--- config.mk ---
export PLATFORM = sky130hd
export DESIGN_NAME = safe_output_latch_gate_top_flat
export DESIGN_NICKNAME = d
export VERILOG_FILES = /design/src/hdl/solg_pkg.sv /design/src/hdl/solg_if.sv /design/src/hdl/solg_cfg_regs.sv /design/src/hdl/solg_core.sv /design/src/hdl/safe_output_latch_gate_top.sv /design/src/flat_wrapper.sv
export SDC_FILE = /design/constraint.sdc
export NUM_CORES = 1
export LEC_CHECK = 0
export ABC_AREA = 1
export ABC_CLOCK_PERIOD_IN_PS = 6400
export BUFFER_PORTS_ARGS = -buffer_cell sky130_fd_sc_hd__buf_4
export CAP_MARGIN = 20
export CORE_ASPECT_RATIO = 0.75
export CORE_UTILIZATION = 31
export DETAILED_ROUTE_END_ITERATION = 10
export GPL_TIMING_DRIVEN = 1
export SLEW_MARGIN = 20
export SYNTH_ARGS = -nofsm -noshare
export SYNTH_HDL_FRONTEND = slang
export SYNTH_SLANG_ARGS = --single-unit
--- constraint.sdc ---
create_clock -name clk -period 6.4 [get_ports clk]
set_clock_uncertainty 0.15 [all_clocks]
set_input_delay 1.28 -clock clk [delete_from_list [all_inputs] [get_ports clk]]
set_output_delay 1.28 -clock clk [all_outputs]
set_load 0.01 [all_outputs]
--- src/hdl/solg_pkg.sv ---
package solg_pkg;

    // Field widths
    localparam int FUNC_W    = 2;
    localparam int PIN_W     = 3;
    localparam int LATCH_W   = 8;
    localparam int STATUS_W  = 3;
    localparam int CFG_IDX_W = 2;
    localparam int CFG_DATA_W = 8;

    // Command codes
    localparam logic [FUNC_W-1:0] FN_SET_PIN   = 2'd0;
    localparam logic [FUNC_W-1:0] FN_CLOSE_ALL = 2'd1;
    localparam logic [FUNC_W-1:0] FN_CLEAR_EMG = 2'd2;
    localparam logic [FUNC_W-1:0] FN_READ      = 2'd3;

    // Status codes
    localparam logic [STATUS_W-1:0] ST_OK        = 3'd0;
    localparam logic [STATUS_W-1:0] ST_NOT_ALLOW = 3'd1;
    localparam logic [STATUS_W-1:0] ST_UNSAFE    = 3'd2;
    localparam logic [STATUS_W-1:0] ST_RELAY_OFF = 3'd3;
    localparam logic [STATUS_W-1:0] ST_BUS_FAIL  = 3'd4;

    // Configuration register indexes
    localparam logic [CFG_IDX_W-1:0] CFG_ALLOWED_A = 2'd0;
    localparam logic [CFG_IDX_W-1:0] CFG_ALLOWED_B = 2'd1;
    localparam logic [CFG_IDX_W-1:0] CFG_RELAY_EN  = 2'd2;

    // Relay sits on port A, this pin
    localparam logic [PIN_W-1:0] RELAY_PIN = 3'd7;
    localparam logic             PORT_A    = 1'b0;

    typedef struct packed {
        logic [LATCH_W-1:0] allowed_pins_a;
        logic [LATCH_W-1:0] allowed_pins_b;
        logic               relay_enabled;
    } solg_cfg_t;

    typedef struct packed {
        logic [FUNC_W-1:0] func;
        logic              port_sel;
        logic [PIN_W-1:0]  pin_index;
        logic              drive_on;
        logic              fail_latch_a;
        logic              fail_latch_b;
        logic              fail_direction;
    } solg_cmd_t;

    typedef struct packed {
        logic [STATUS_W-1:0] status;
        logic [LATCH_W-1:0]  latch_a_now;
        logic [LATCH_W-1:0]  latch_b_now;
        logic                emergency_now;
        logic                relay_is_output;
    } solg_res_t;

endpackage

--- src/hdl/solg_if.sv ---
// Command word channel
interface solg_cmd_if
    import solg_pkg::*;
();
    logic              valid;
    logic              ready;
    logic [FUNC_W-1:0] func;
    logic              port_sel;
    logic [PIN_W-1:0]  pin_index;
    logic              drive_on;
    logic              fail_latch_a;
    logic              fail_latch_b;
    logic              fail_direction;

    modport source (
        output valid, func, port_sel, pin_index, drive_on,
               fail_latch_a, fail_latch_b, fail_direction,
        input  ready
    );
    modport sink (
        input  valid, func, port_sel, pin_index, drive_on,
               fail_latch_a, fail_latch_b, fail_direction,
        output ready
    );
endinterface

// Result word channel
interface solg_res_if
    import solg_pkg::*;
();
    logic                valid;
    logic                ready;
    logic [STATUS_W-1:0] status;
    logic [LATCH_W-1:0]  latch_a_now;
    logic [LATCH_W-1:0]  latch_b_now;
    logic                emergency_now;
    logic                relay_is_output;

    modport source (
        output valid, status, latch_a_now, latch_b_now, emergency_now, relay_is_output,
        input  ready
    );
    modport sink (
        input  valid, status, latch_a_now, latch_b_now, emergency_now, relay_is_output,
        output ready
    );
endinterface

--- src/hdl/solg_cfg_regs.sv ---
module solg_cfg_regs
    import solg_pkg::*;
(
    input  logic                  clk,
    input  logic                  rst_n,
    input  logic                  cfg_we,
    input  logic [CFG_IDX_W-1:0]  cfg_index,
    input  logic [CFG_DATA_W-1:0] cfg_wdata,
    output solg_cfg_t             cfg
);

    solg_cfg_t cfg_reg;
    solg_cfg_t cfg_next;

    // Decode register writes; unknown indexes are dropped
    always_comb
    begin
        cfg_next = cfg_reg;
        if (cfg_we)
        begin
            case (cfg_index)
                CFG_ALLOWED_A: cfg_next.allowed_pins_a = cfg_wdata[LATCH_W-1:0];
                CFG_ALLOWED_B: cfg_next.allowed_pins_b = cfg_wdata[LATCH_W-1:0];
                CFG_RELAY_EN:  cfg_next.relay_enabled  = cfg_wdata[0];
                default:       cfg_next = cfg_reg;
            endcase
        end
    end

    always_ff @(posedge clk or negedge rst_n)
    begin
        if (!rst_n)
        begin
            cfg_reg <= '0;
        end
        else
        begin
            cfg_reg <= cfg_next;
        end
    end

    assign cfg = cfg_reg;

endmodule

--- src/hdl/solg_core.sv ---
module solg_core
    import solg_pkg::*;
(
    input  logic      clk,
    input  logic      rst_n,
    input  logic      fire,
    input  solg_cmd_t cmd,
    input  solg_cfg_t cfg,
    output solg_res_t res
);

    logic [LATCH_W-1:0]  latch_a_reg, latch_a_next;
    logic [LATCH_W-1:0]  latch_b_reg, latch_b_next;
    logic                emergency_reg, emergency_next;
    logic                relay_dir_reg, relay_dir_next;
    logic [STATUS_W-1:0] status;

    logic [LATCH_W-1:0]  pin_bit;
    logic [LATCH_W-1:0]  port_mask;
    logic [LATCH_W-1:0]  port_shadow;
    logic [LATCH_W-1:0]  shadow_new;
    logic                port_fail;
    logic                relay_on_req;

    // Operand selection for set-pin
    always_comb
    begin
        pin_bit      = LATCH_W'(1) << cmd.pin_index;
        port_mask    = cmd.port_sel ? cfg.allowed_pins_b : cfg.allowed_pins_a;
        port_shadow  = cmd.port_sel ? latch_b_reg : latch_a_reg;
        port_fail    = cmd.port_sel ? cmd.fail_latch_b : cmd.fail_latch_a;
        shadow_new   = cmd.drive_on ? (port_shadow | pin_bit) : (port_shadow & ~pin_bit);
        relay_on_req = (cmd.port_sel == PORT_A) && (cmd.pin_index == RELAY_PIN)
                       && cmd.drive_on;
    end

    // Command evaluation
    always_comb
    begin
        latch_a_next   = latch_a_reg;
        latch_b_next   = latch_b_reg;
        emergency_next = emergency_reg;
        relay_dir_next = relay_dir_reg;
        status         = ST_OK;
        case (cmd.func)
            FN_SET_PIN:
            begin
                if ((port_mask & pin_bit) == '0)
                begin
                    status = ST_NOT_ALLOW;
                end
                else if (emergency_reg && cmd.drive_on)
                begin
                    status = ST_UNSAFE;
                end
                else if (relay_on_req && !cfg.relay_enabled)
                begin
                    status = ST_RELAY_OFF;
                end
                else if (relay_on_req && cmd.fail_direction)
                begin
                    status = ST_BUS_FAIL;
                end
                else
                begin
                    // direction goes to output in the same update as the latch write, even if that write fails
                    if (relay_on_req)
                    begin
                        relay_dir_next = 1'b1;
                    end
                    if (shadow_new != port_shadow)
                    begin
                        if (port_fail)
                        begin
                            status = ST_BUS_FAIL;
                        end
                        else if (cmd.port_sel)
                        begin
                            latch_b_next = shadow_new;
                        end
                        else
                        begin
                            latch_a_next = shadow_new;
                        end
                    end
                end
            end
            FN_CLOSE_ALL:
            begin
                if (!cmd.fail_latch_a)
                begin
                    latch_a_next = '0;
                end
                if (!cmd.fail_latch_b)
                begin
                    latch_b_next = '0;
                end
                if (cfg.relay_enabled && !cmd.fail_direction)
                begin
                    relay_dir_next = 1'b0;
                end
                emergency_next = 1'b1;
                if (cmd.fail_latch_a || cmd.fail_latch_b
                    || (cfg.relay_enabled && cmd.fail_direction))
                begin
                    status = ST_BUS_FAIL;
                end
            end
            FN_CLEAR_EMG:
            begin
                if ((latch_a_reg != '0) || (latch_b_reg != '0))
                begin
                    status = ST_UNSAFE;
                end
                else
                begin
                    emergency_next = 1'b0;
                end
            end
            FN_READ:
            begin
                status = ST_OK;
            end
            default:
            begin
                status = ST_OK;
            end
        endcase
    end

    // State registers, updated once per command
    always_ff @(posedge clk or negedge rst_n)
    begin
        if (!rst_n)
        begin
            latch_a_reg   <= '0;
            latch_b_reg   <= '0;
            emergency_reg <= 1'b0;
            relay_dir_reg <= 1'b0;
        end
        else if (fire)
        begin
            latch_a_reg   <= latch_a_next;
            latch_b_reg   <= latch_b_next;
            emergency_reg <= emergency_next;
            relay_dir_reg <= relay_dir_next;
        end
    end

    // Result shows the state after the command
    always_comb
    begin
        res.status          = status;
        res.latch_a_now     = latch_a_next;
        res.latch_b_now     = latch_b_next;
        res.emergency_now   = emergency_next;
        res.relay_is_output = relay_dir_next;
    end

    // Close-all always latches the emergency
    a_close_sets_emg: assert property (@(posedge clk) disable iff (!rst_n)
        fire && (cmd.func == FN_CLOSE_ALL) |=> emergency_reg)
        else $error("close-all did not set emergency latch");

    // Emergency only gets set by close-all
    a_emg_rise_src: assert property (@(posedge clk) disable iff (!rst_n)
        $rose(emergency_reg) |-> $past(fire && (cmd.func == FN_CLOSE_ALL)))
        else $error("emergency latch set without close-all");

    // No latch bit turns on while the emergency is latched
    a_no_on_in_emg: assert property (@(posedge clk) disable iff (!rst_n)
        fire && emergency_reg |=>
            ((latch_a_reg & ~$past(latch_a_reg)) == '0)
            && ((latch_b_reg & ~$past(latch_b_reg)) == '0))
        else $error("latch bit turned on during emergency");

    // Relay direction goes to output only when the relay is fitted
    a_relay_dir_gate: assert property (@(posedge clk) disable iff (!rst_n)
        $rose(relay_dir_reg) |-> $past(cfg.relay_enabled))
        else $error("relay driven as output while disabled");

endmodule

--- src/hdl/safe_output_latch_gate_top.sv ---
// Safety gate for two 8-bit output latch shadows (ports A and B) plus the
// direction of the relay pin on port A pin 7. Each command word (set pin,
// close all, clear emergency, read state) yields exactly one result word
// carrying the status and the state after the command. The block takes one
// command per cycle when the result side is not stalled: a command is
// registered on input, evaluated by the gate logic against the state
// registers and placed in the output register, where its result is offered
// until it is taken. Input and output registers hold up to two commands:
// while a result waits to be taken, one more command is accepted and then
// the input stalls until the result moves. Configuration registers (pin
// whitelists, relay enable) are written through cfg_we/cfg_index/cfg_wdata
// and should only change while idle.
module safe_output_latch_gate_top
    import solg_pkg::*;
(
    input  logic                  clk,
    input  logic                  rst_n,
    input  logic                  cfg_we,
    input  logic [CFG_IDX_W-1:0]  cfg_index,
    input  logic [CFG_DATA_W-1:0] cfg_wdata,
    solg_cmd_if.sink              cmd,
    solg_res_if.source            res
);

    solg_cfg_t cfg;
    solg_cmd_t cmd_reg;
    solg_res_t core_res;
    solg_res_t res_reg;
    logic      cmd_valid_reg;
    logic      res_valid_reg;
    logic      advance;
    logic      fire;

    solg_cfg_regs u_cfg (
        .clk       (clk),
        .rst_n     (rst_n),
        .cfg_we    (cfg_we),
        .cfg_index (cfg_index),
        .cfg_wdata (cfg_wdata),
        .cfg       (cfg)
    );

    solg_core u_core (
        .clk   (clk),
        .rst_n (rst_n),
        .fire  (fire),
        .cmd   (cmd_reg),
        .cfg   (cfg),
        .res   (core_res)
    );

    // Pipeline flow control
    assign advance   = !res_valid_reg || res.ready;
    assign fire      = cmd_valid_reg && advance;
    assign cmd.ready = !cmd_valid_reg || advance;

    // Input stage valid
    always_ff @(posedge clk or negedge rst_n)
    begin
        if (!rst_n)
        begin
            cmd_valid_reg <= 1'b0;
            res_valid_reg <= 1'b0;
        end
        else
        begin
            if (cmd.ready)
            begin
                cmd_valid_reg <= cmd.valid;
            end
            if (advance)
            begin
                res_valid_reg <= cmd_valid_reg;
            end
        end
    end

    // Payload registers
    always_ff @(posedge clk)
    begin
        if (cmd.valid && cmd.ready)
        begin
            cmd_reg.func           <= cmd.func;
            cmd_reg.port_sel       <= cmd.port_sel;
            cmd_reg.pin_index      <= cmd.pin_index;
            cmd_reg.drive_on       <= cmd.drive_on;
            cmd_reg.fail_latch_a   <= cmd.fail_latch_a;
            cmd_reg.fail_latch_b   <= cmd.fail_latch_b;
            cmd_reg.fail_direction <= cmd.fail_direction;
        end
        if (fire)
        begin
            res_reg <= core_res;
        end
    end

    assign res.valid           = res_valid_reg;
    assign res.status          = res_reg.status;
    assign res.latch_a_now     = res_reg.latch_a_now;
    assign res.latch_b_now     = res_reg.latch_b_now;
    assign res.emergency_now   = res_reg.emergency_now;
    assign res.relay_is_output = res_reg.relay_is_output;

    // A result waiting on the output must not be overwritten
    a_no_overwrite: assert property (@(posedge clk) disable iff (!rst_n)
        res_valid_reg && !res.ready |-> !fire)
        else $error("result overwritten while stalled");

    // A command held in the input stage moves on once the output frees up
    a_drain: assert property (@(posedge clk) disable iff (!rst_n)
        cmd_valid_reg && res.ready |-> fire)
        else $error("pending command not advanced");

    // Reported status code is within the defined set
    a_status_range: assert property (@(posedge clk) disable iff (!rst_n)
        res_valid_reg |-> (res_reg.status == ST_OK) || (res_reg.status == ST_NOT_ALLOW)
            || (res_reg.status == ST_UNSAFE) || (res_reg.status == ST_RELAY_OFF)
            || (res_reg.status == ST_BUS_FAIL))
        else $error("undefined status code");

endmodule
--- src/flat_wrapper.sv ---
// flat-port wrapper written by rule: the top's interface ports become plain ports
module safe_output_latch_gate_top_flat import solg_pkg::*;
  (clk, rst_n, cfg_we, cfg_index, cfg_wdata, cmd_valid, cmd_func, cmd_port_sel, cmd_pin_index, cmd_drive_on, cmd_fail_latch_a, cmd_fail_latch_b, cmd_fail_direction, cmd_ready, res_valid, res_status, res_latch_a_now, res_latch_b_now, res_emergency_now, res_relay_is_output, res_ready);
  solg_cmd_if cmd_i ();
  solg_res_if res_i ();
  input  logic clk;
  input  logic rst_n;
  input  logic cfg_we;
  input  logic [CFG_IDX_W-1:0] cfg_index;
  input  logic [CFG_DATA_W-1:0] cfg_wdata;
  input wire logic [$bits(cmd_i.valid)-1:0] cmd_valid;
  input wire logic [$bits(cmd_i.func)-1:0] cmd_func;
  input wire logic [$bits(cmd_i.port_sel)-1:0] cmd_port_sel;
  input wire logic [$bits(cmd_i.pin_index)-1:0] cmd_pin_index;
  input wire logic [$bits(cmd_i.drive_on)-1:0] cmd_drive_on;
  input wire logic [$bits(cmd_i.fail_latch_a)-1:0] cmd_fail_latch_a;
  input wire logic [$bits(cmd_i.fail_latch_b)-1:0] cmd_fail_latch_b;
  input wire logic [$bits(cmd_i.fail_direction)-1:0] cmd_fail_direction;
  output wire logic [$bits(cmd_i.ready)-1:0] cmd_ready;
  output wire logic [$bits(res_i.valid)-1:0] res_valid;
  output wire logic [$bits(res_i.status)-1:0] res_status;
  output wire logic [$bits(res_i.latch_a_now)-1:0] res_latch_a_now;
  output wire logic [$bits(res_i.latch_b_now)-1:0] res_latch_b_now;
  output wire logic [$bits(res_i.emergency_now)-1:0] res_emergency_now;
  output wire logic [$bits(res_i.relay_is_output)-1:0] res_relay_is_output;
  input wire logic [$bits(res_i.ready)-1:0] res_ready;
  assign cmd_i.valid = cmd_valid;
  assign cmd_i.func = cmd_func;
  assign cmd_i.port_sel = cmd_port_sel;
  assign cmd_i.pin_index = cmd_pin_index;
  assign cmd_i.drive_on = cmd_drive_on;
  assign cmd_i.fail_latch_a = cmd_fail_latch_a;
  assign cmd_i.fail_latch_b = cmd_fail_latch_b;
  assign cmd_i.fail_direction = cmd_fail_direction;
  assign cmd_ready = cmd_i.ready;
  assign res_valid = res_i.valid;
  assign res_status = res_i.status;
  assign res_latch_a_now = res_i.latch_a_now;
  assign res_latch_b_now = res_i.latch_b_now;
  assign res_emergency_now = res_i.emergency_now;
  assign res_relay_is_output = res_i.relay_is_output;
  assign res_i.ready = res_ready;
  safe_output_latch_gate_top u_core (.clk(clk), .rst_n(rst_n), .cfg_we(cfg_we), .cfg_index(cfg_index), .cfg_wdata(cfg_wdata), .cmd(cmd_i), .res(res_i));
endmodule
# [Word level (Yosys, flattened, before mapping)]
# Index checks and enable logic that the tools add are counted.
[op_classes] eq_ne=7 n_shift=1 n_mux=40 n_bitwise=5 n_reduce_logical=26
[op_table] op="$mux W8" n=19
[op_table] op="$pmux W8 S2" n=2
[op_table] op="$mux W3" n=7
[op_table] op="$and A8 B8 Y8" n=2
[op_table] op="$reduce_bool A8 Y1" n=2
[op_table] op="$pmux W3 S4" n=1
[op_table] op="$logic_and A1 B1 Y1" n=9
[op_table] op="$logic_not A8 Y1" n=1
[op_table] op="$mux W1" n=8
[op_table] op="$ne A8 B8 Y1" n=1
[op_table] op="$not A8 Y8" n=1
[op_table] op="$or A8 B8 Y8" n=1
[op_table] op="$shl A1 B3 Y8 const A" n=1
[op_table] op="$eq A2 B2 Y1 const B" n=3
[op_table] op="$reduce_and A2 Y1" n=3
[op_table] op="$logic_or A1 B1 Y1" n=5
[op_table] op="$eq A2 B1 Y1 const B" n=2
[op_table] op="$logic_not A1 Y1" n=4
[op_table] op="$logic_not A2 Y1" n=2
[op_table] op="$pmux W1 S2" n=2
[op_table] op="$eq A3 B3 Y1 const B" n=1
[op_table] op="$mux W2" n=1
[op_table] op="$not A1 Y1" n=1
[word_totals] reg_bits=68 output_inout_bits=23

# [Depth between registers and ports, before layout]
[logic_depth] word_depth=12 mapped_depth=17

# [Hierarchy]
# From an unflattened synthesis, not the netlist that was laid out.
[unflattened] hier_cells=565 area_unflattened_um2=4182.8
[modules_own_cells] module="solg_core" instances=1 cells_each=445 area_each_um2=2426.1
[modules_own_cells] module="safe_output_latch_gate_top" instances=1 cells_each=43 area_each_um2=1026.0
[modules_own_cells] module="solg_cfg_regs" instances=1 cells_each=77 area_each_um2=730.7

# [Worst setup path after synthesis]
# No wires, ideal clock.
[synth_timing] path_type="input-to-reg" from="input res_ready" to="register u_core.res_reg (netlist bit u_core.res.emergency_now), enable pin" t_arrival_ps=2423 t_required_ps=5856 setup_slack_ps=3433 cell_stages=5 path_buffers=1 cell_sequence="inv_1 > nand2_1 > nand2_1 > inv_1 > clkbuf_1"
[synth_between] elab_chain_cells=2
[synth_lines] item="from (decl)" line="flat_wrapper.sv:26" text="input wire logic [$bits(res_i.ready)-1:0] res_ready;"
[synth_lines] item="$logic_or A1 B1 Y1" line="safe_output_latch_gate_top.sv:53" text="assign advance = !res_valid_reg || res.ready;"
[synth_lines] item="$logic_and A1 B1 Y1" line="safe_output_latch_gate_top.sv:54" text="assign fire = cmd_valid_reg && advance;"
[synth_lines] item="named net u_core.fire" line="safe_output_latch_gate_top.sv:32" text="logic fire;"
[synth_lines] item="to (signal assigned)" line="safe_output_latch_gate_top.sv:93" text="res_reg <= core_res;"
[synth_lines] item="to (decl)" line="safe_output_latch_gate_top.sv:28" text="solg_res_t res_reg;"
# The timed path passes the listed nets, and every way through them passes these cells.
# A chain may end at the register's enable or synchronous reset.

# [Final worst setup path]
[layout_timing] from="input res_ready" to="output cmd_ready"
[layout_between] elab_chain_cells=2
[layout_lines] item="$logic_or A1 B1 Y1" line="safe_output_latch_gate_top.sv:53"
[layout_lines] item="$logic_or A1 B1 Y1" line="safe_output_latch_gate_top.sv:55" text="assign cmd.ready = !cmd_valid_reg || advance;"
[layout_lines] item="to (decl)" line="flat_wrapper.sv:19" text="output wire logic [$bits(cmd_i.ready)-1:0] cmd_ready;"
# No other way between the ends.

==> metrics.txt <==
# TYPE chip_impl_metric gauge
chip_impl_info{name="run_status",value="finished clean"} 1
chip_impl_metric{name="avgSynthCellArea",unit="µm²"} 7.12
chip_impl_metric{name="sequentialPowerShare",unit="%"} 38.9
chip_impl_metric{name="totalNegativeSetupSlack",unit="ns"} 0
chip_impl_metric{name="power_switching_share",unit="%"} 35.8
chip_impl_metric{name="design_area",unit="mm²"} 0.00471
chip_impl_metric{name="routabilityCongestion",unit=""} 0.913
chip_impl_metric{name="grt_util_all_layers",unit="%"} 16.2
chip_impl_metric{name="worstRegToRegCells",unit=""} 11
chip_impl_metric{name="worst_hold_margin",unit="ns"} 0.335
chip_impl_metric{name="p_comb_share",unit="%"} 31.6
chip_impl_metric{name="synth-async-reset-ratio",unit="%"} 54.4
chip_impl_metric{name="cts.repair_timing.setup_buffer_count",unit=""} 0
chip_impl_metric{name="switching_power_of_the_nets",unit="mW"} 0.627
chip_impl_info{name="critical_path_class",value="in -> out"} 1
chip_impl_info{name="critical_path.endpoint_type",value="primary output"} 1
chip_impl_metric{name="drt_iter0_markers",unit=""} 231
chip_impl_info{name="cts-root-buf",value="sky130_fd_sc_hd__clkbuf_16"} 1
chip_impl_metric{name="first_global_vias",unit=""} 3441
chip_impl_metric{name="viasPerCell",unit=""} 4.77
chip_impl_metric{name="endpoint_arrival_time_on_the_critical_path",unit="ns"} 1.73
chip_impl_metric{name="floorplan.core_area",unit="mm²"} 0.0123
chip_impl_metric{name="synth-compound-area-share",unit="%"} 8.88
chip_impl_metric{name="synth.cell_area",unit="mm²"} 0.00394
chip_impl_metric{name="core.rowCount",unit=""} 35
chip_impl_metric{name="grt_start_max_net_pins",unit=""} 42
chip_impl_info{name="synth-main-ff-cell",value="sky130_fd_sc_hd__dfrtp_1"} 1
chip_impl_metric{name="path_clk_slew",unit="ns"} 0.05
chip_impl_metric{name="timing_max_transition_violations_final",unit=""} 0
chip_impl_metric{name="vias",unit=""} 3644
chip_impl_metric{name="grt_first_pass_wirelength",unit="µm"} 16700
chip_impl_info{name="setup.worst_path.start",value="res_ready"} 1
chip_impl_info{name="timing.hold.worst.start",value="u_core.u_cfg.cfg[13]"} 1
chip_impl_metric{name="port_buffers",unit=""} 47
chip_impl_metric{name="ys_seq_elements",unit=""} 68
chip_impl_metric{name="flow.area_growth_from_synthesis",unit="%"} 19.5
chip_impl_metric{name="vdd.ir_drop.worst",unit="mV"} 0.201
chip_impl_metric{name="tightest_slew",unit="ns"} 0.902
chip_impl_metric{name="synth_top_area_share",unit="%"} 24.4
chip_impl_info{name="netlist_top_cells_area",value="sky130_fd_sc_hd__nand2_1, sky130_fd_sc_hd__edfxtp_1, sky130_fd_sc_hd__dfrtp_1"} 1
chip_impl_metric{name="syn_nets",unit=""} 582
chip_impl_metric{name="synth.mux.area_fraction",unit="%"} 0
chip_impl_metric{name="yosys_warnings",unit=""} 0
chip_impl_metric{name="die_w",unit="µm"} 132
chip_impl_metric{name="finalCritPeriodShare",unit="%"} 49.4
chip_impl_info{name="hp-class",value="reg -> reg"} 1
chip_impl_metric{name="placement.cell_area",unit="mm²"} 0.00440
chip_impl_metric{name="finalNetCount",unit=""} 621
chip_impl_metric{name="finalWirelength",unit="µm"} 9760
chip_impl_metric{name="post-route-drc-count",unit=""} 0
chip_impl_metric{name="drt-pass1-iter-count",unit=""} 5
chip_impl_metric{name="finalCriticalPeriod",unit="ns"} 3.16
chip_impl_metric{name="ys_types",unit=""} 25
chip_impl_metric{name="critical_path.max_fanout",unit=""} 3
chip_impl_metric{name="synth-simple-area-share",unit="%"} 34.8
chip_impl_metric{name="cts-root-to-sink-buffers",unit=""} 2
chip_impl_metric{name="synth_adder_area_share",unit="%"} 0.952
chip_impl_info{name="yosys.area.top_type",value="sky130_fd_sc_hd__nand2_1"} 1
chip_impl_info{name="worst_case_hold_path_end_point",value="u_core.u_cfg.cfg[13]"} 1
chip_impl_metric{name="drtAntennaViolNets",unit=""} 0
chip_impl_info{name="main_combinational_cell_family_by_area_after_synthesis",value="simple AND/OR/NAND/NOR gates"} 1
chip_impl_metric{name="initial_antenna_violation_count",unit=""} 0
chip_impl_metric{name="post_cts_resize_count",unit=""} 0
chip_impl_metric{name="synthesis.instances",unit=""} 554
chip_impl_info{name="reg2reg_to",value="u_core.res.latch_b_now[0]"} 1
chip_impl_metric{name="ff2ff_setup_slack",unit="ns"} 3.38
chip_impl_metric{name="io_pins",unit=""} 48
chip_impl_info{name="leading_cell_type_in_the_layout_fill_and_taps_excluded",value="sky130_fd_sc_hd__nand2_1"} 1
chip_impl_metric{name="worst-endpoint-required",unit="ns"} 4.97
chip_impl_metric{name="max_clock_freq",unit="MHz"} 317
chip_impl_metric{name="die_area",unit="mm²"} 0.0132
chip_impl_info{name="clock_tree_from_tritoncts",value="yes"} 1
chip_impl_metric{name="hold_buffers",unit=""} 0
chip_impl_info{name="start_kind",value="input port"} 1
chip_impl_metric{name="post-dp-hpwl",unit="µm"} 6940
chip_impl_metric{name="clock_tree.htree_level_count",unit=""} 3
chip_impl_metric{name="cts_made_buffers",unit=""} 9
chip_impl_metric{name="yosys.area_share.xor_xnor",unit="%"} 0
chip_impl_metric{name="cellInternalPower",unit="mW"} 1.12
chip_impl_metric{name="floorplan.die.height",unit="µm"} 99.7
chip_impl_metric{name="post_route_cells_drive_above_1_share",unit="%"} 13.4
chip_impl_metric{name="post_drt_wl_per_cell",unit="µm"} 12.8
chip_impl_metric{name="cell_depth_of_the_worst_min_delay_path",unit=""} 2
chip_impl_metric{name="p_leak",unit="nW"} 2.34
chip_impl_metric{name="sum_of_overflow_across_all_layers_after_global_routing",unit=""} 0
chip_impl_metric{name="ys_seq_area_share",unit="%"} 47.1
chip_impl_metric{name="largest_register_ff_count",unit=""} 17
chip_impl_metric{name="worstSkewPairLatency",unit="ns"} 0.34
chip_impl_metric{name="fin_total_pwr",unit="mW"} 1.75
chip_impl_metric{name="power.density_cell_area",unit="mW/mm²"} 372
chip_impl_metric{name="antenna_diode_count",unit=""} 0
chip_impl_info{name="reg2reg_from",value="u_core.cmd_reg[7]"} 1
chip_impl_metric{name="final-setup-viol-count",unit=""} 0
chip_impl_info{name="unrepaired_setup_endpoints_after_global_routing",value="false"} 1
chip_impl_metric{name="pwr-share-clk",unit="%"} 29.5
chip_impl_info{name="layout_common_cells",value="sky130_fd_sc_hd__nand2_1, sky130_fd_sc_hd__inv_1, sky130_fd_sc_hd__buf_4, sky130_fd_sc_hd__o21ai_0, sky130_fd_sc_hd__nand3_1"} 1
chip_impl_metric{name="finalHoldViolations",unit=""} 0
chip_impl_metric{name="numClockSinks",unit=""} 68
chip_impl_metric{name="max-cap-violations",unit=""} 0
chip_impl_metric{name="edff_count_synth",unit=""} 31
chip_impl_metric{name="start_util",unit="%"} 31.9
chip_impl_metric{name="timing.slew.headroom",unit="%"} 39.9
-- power by group through the flow --
stage,clock (mW),sequential (mW),combinational [mW]
after global routing,0.547,0.699,0.638
after global placement,0,0.685,0.537
final,0.516,0.682,0.553
after CTS,0.530,0.683,0.552
after detailed placement,0,0.688,0.550
after floorplan,0,0.671,0.383
-- area by class of cell --
type / instances / area, µm²
Inverter: 58 / 218
Clock buffer: 11 / 233
Tap cell: 166 / 208
Timing Repair Buffer: 48 / 360
Sequential cell: 68 / 1860
Fill cell: 1292 / 7630
Clock inverter: 5 / 77.6
Multi-Input combinational cell: 408 / 1760
-- metal layers --
layer / GRT usage, % / share of wire [%] / vias up
li1: - / - / 1845
met1: 21.4 / 48 / 1682
met2: 25.6 / 44 / 101
met3: 4.03 / 5.8 / 16
met4: 5.84 / 1.4 / 0
met5: 0 / 0 / -
-- critical path: stages --
cell	delay [ns]
sky130_fd_sc_hd__buf_4	0.11
sky130_fd_sc_hd__inv_1	0.06
sky130_fd_sc_hd__nand3_1	0.11
sky130_fd_sc_hd__buf_4	0.17
-- how the worst max path moves through the flow --
stage / to / cells after the start
after floorplan: u_core.res.emergency_now / 5
after global placement: cmd_ready / 4
after detailed placement: cmd_ready / 4
after CTS: cmd_ready / 4
after global routing: u_core.res.latch_b_now[0] / 11
final: cmd_ready / 4
-- metrics by stage --
step | worst slack [ns] | utilization [%] | instances
after global placement | 3.26 | 35.7 | 748
final | 3.24 | 38.2 | 764
after detailed placement | 3.24 | 35.7 | 748
after CTS | 3.23 | 38.2 | 764
after global routing | 3.16 | 38.2 | 764
after floorplan | 3.43 | - | 554
-- cell usage after synthesis, types with 4 or more instances --
library cell	instances
sky130_fd_sc_hd__a21oi_1	4
sky130_fd_sc_hd__buf_2	5
sky130_fd_sc_hd__buf_4	5
sky130_fd_sc_hd__clkbuf_1	8
sky130_fd_sc_hd__dfrtp_1	37
sky130_fd_sc_hd__edfxtp_1	31
sky130_fd_sc_hd__inv_1	49
sky130_fd_sc_hd__inv_2	9
sky130_fd_sc_hd__nand2_1	256
sky130_fd_sc_hd__nand3_1	43
sky130_fd_sc_hd__nor2_1	20
sky130_fd_sc_hd__nor2_2	5
sky130_fd_sc_hd__nor4_1	5
sky130_fd_sc_hd__o21ai_0	44
sky130_fd_sc_hd__o21ai_1	18
-- kinds of logic after synthesis --
group                    count (synthesis)
AND/OR/NAND/NOR                        336
adder cells (fa/ha/maj)                  3
AO/OA/AOI/OAI                           69
flip-flops                              68
buffers and inverters                   78
No activity file was read; power rests on OpenSTA's default activity.
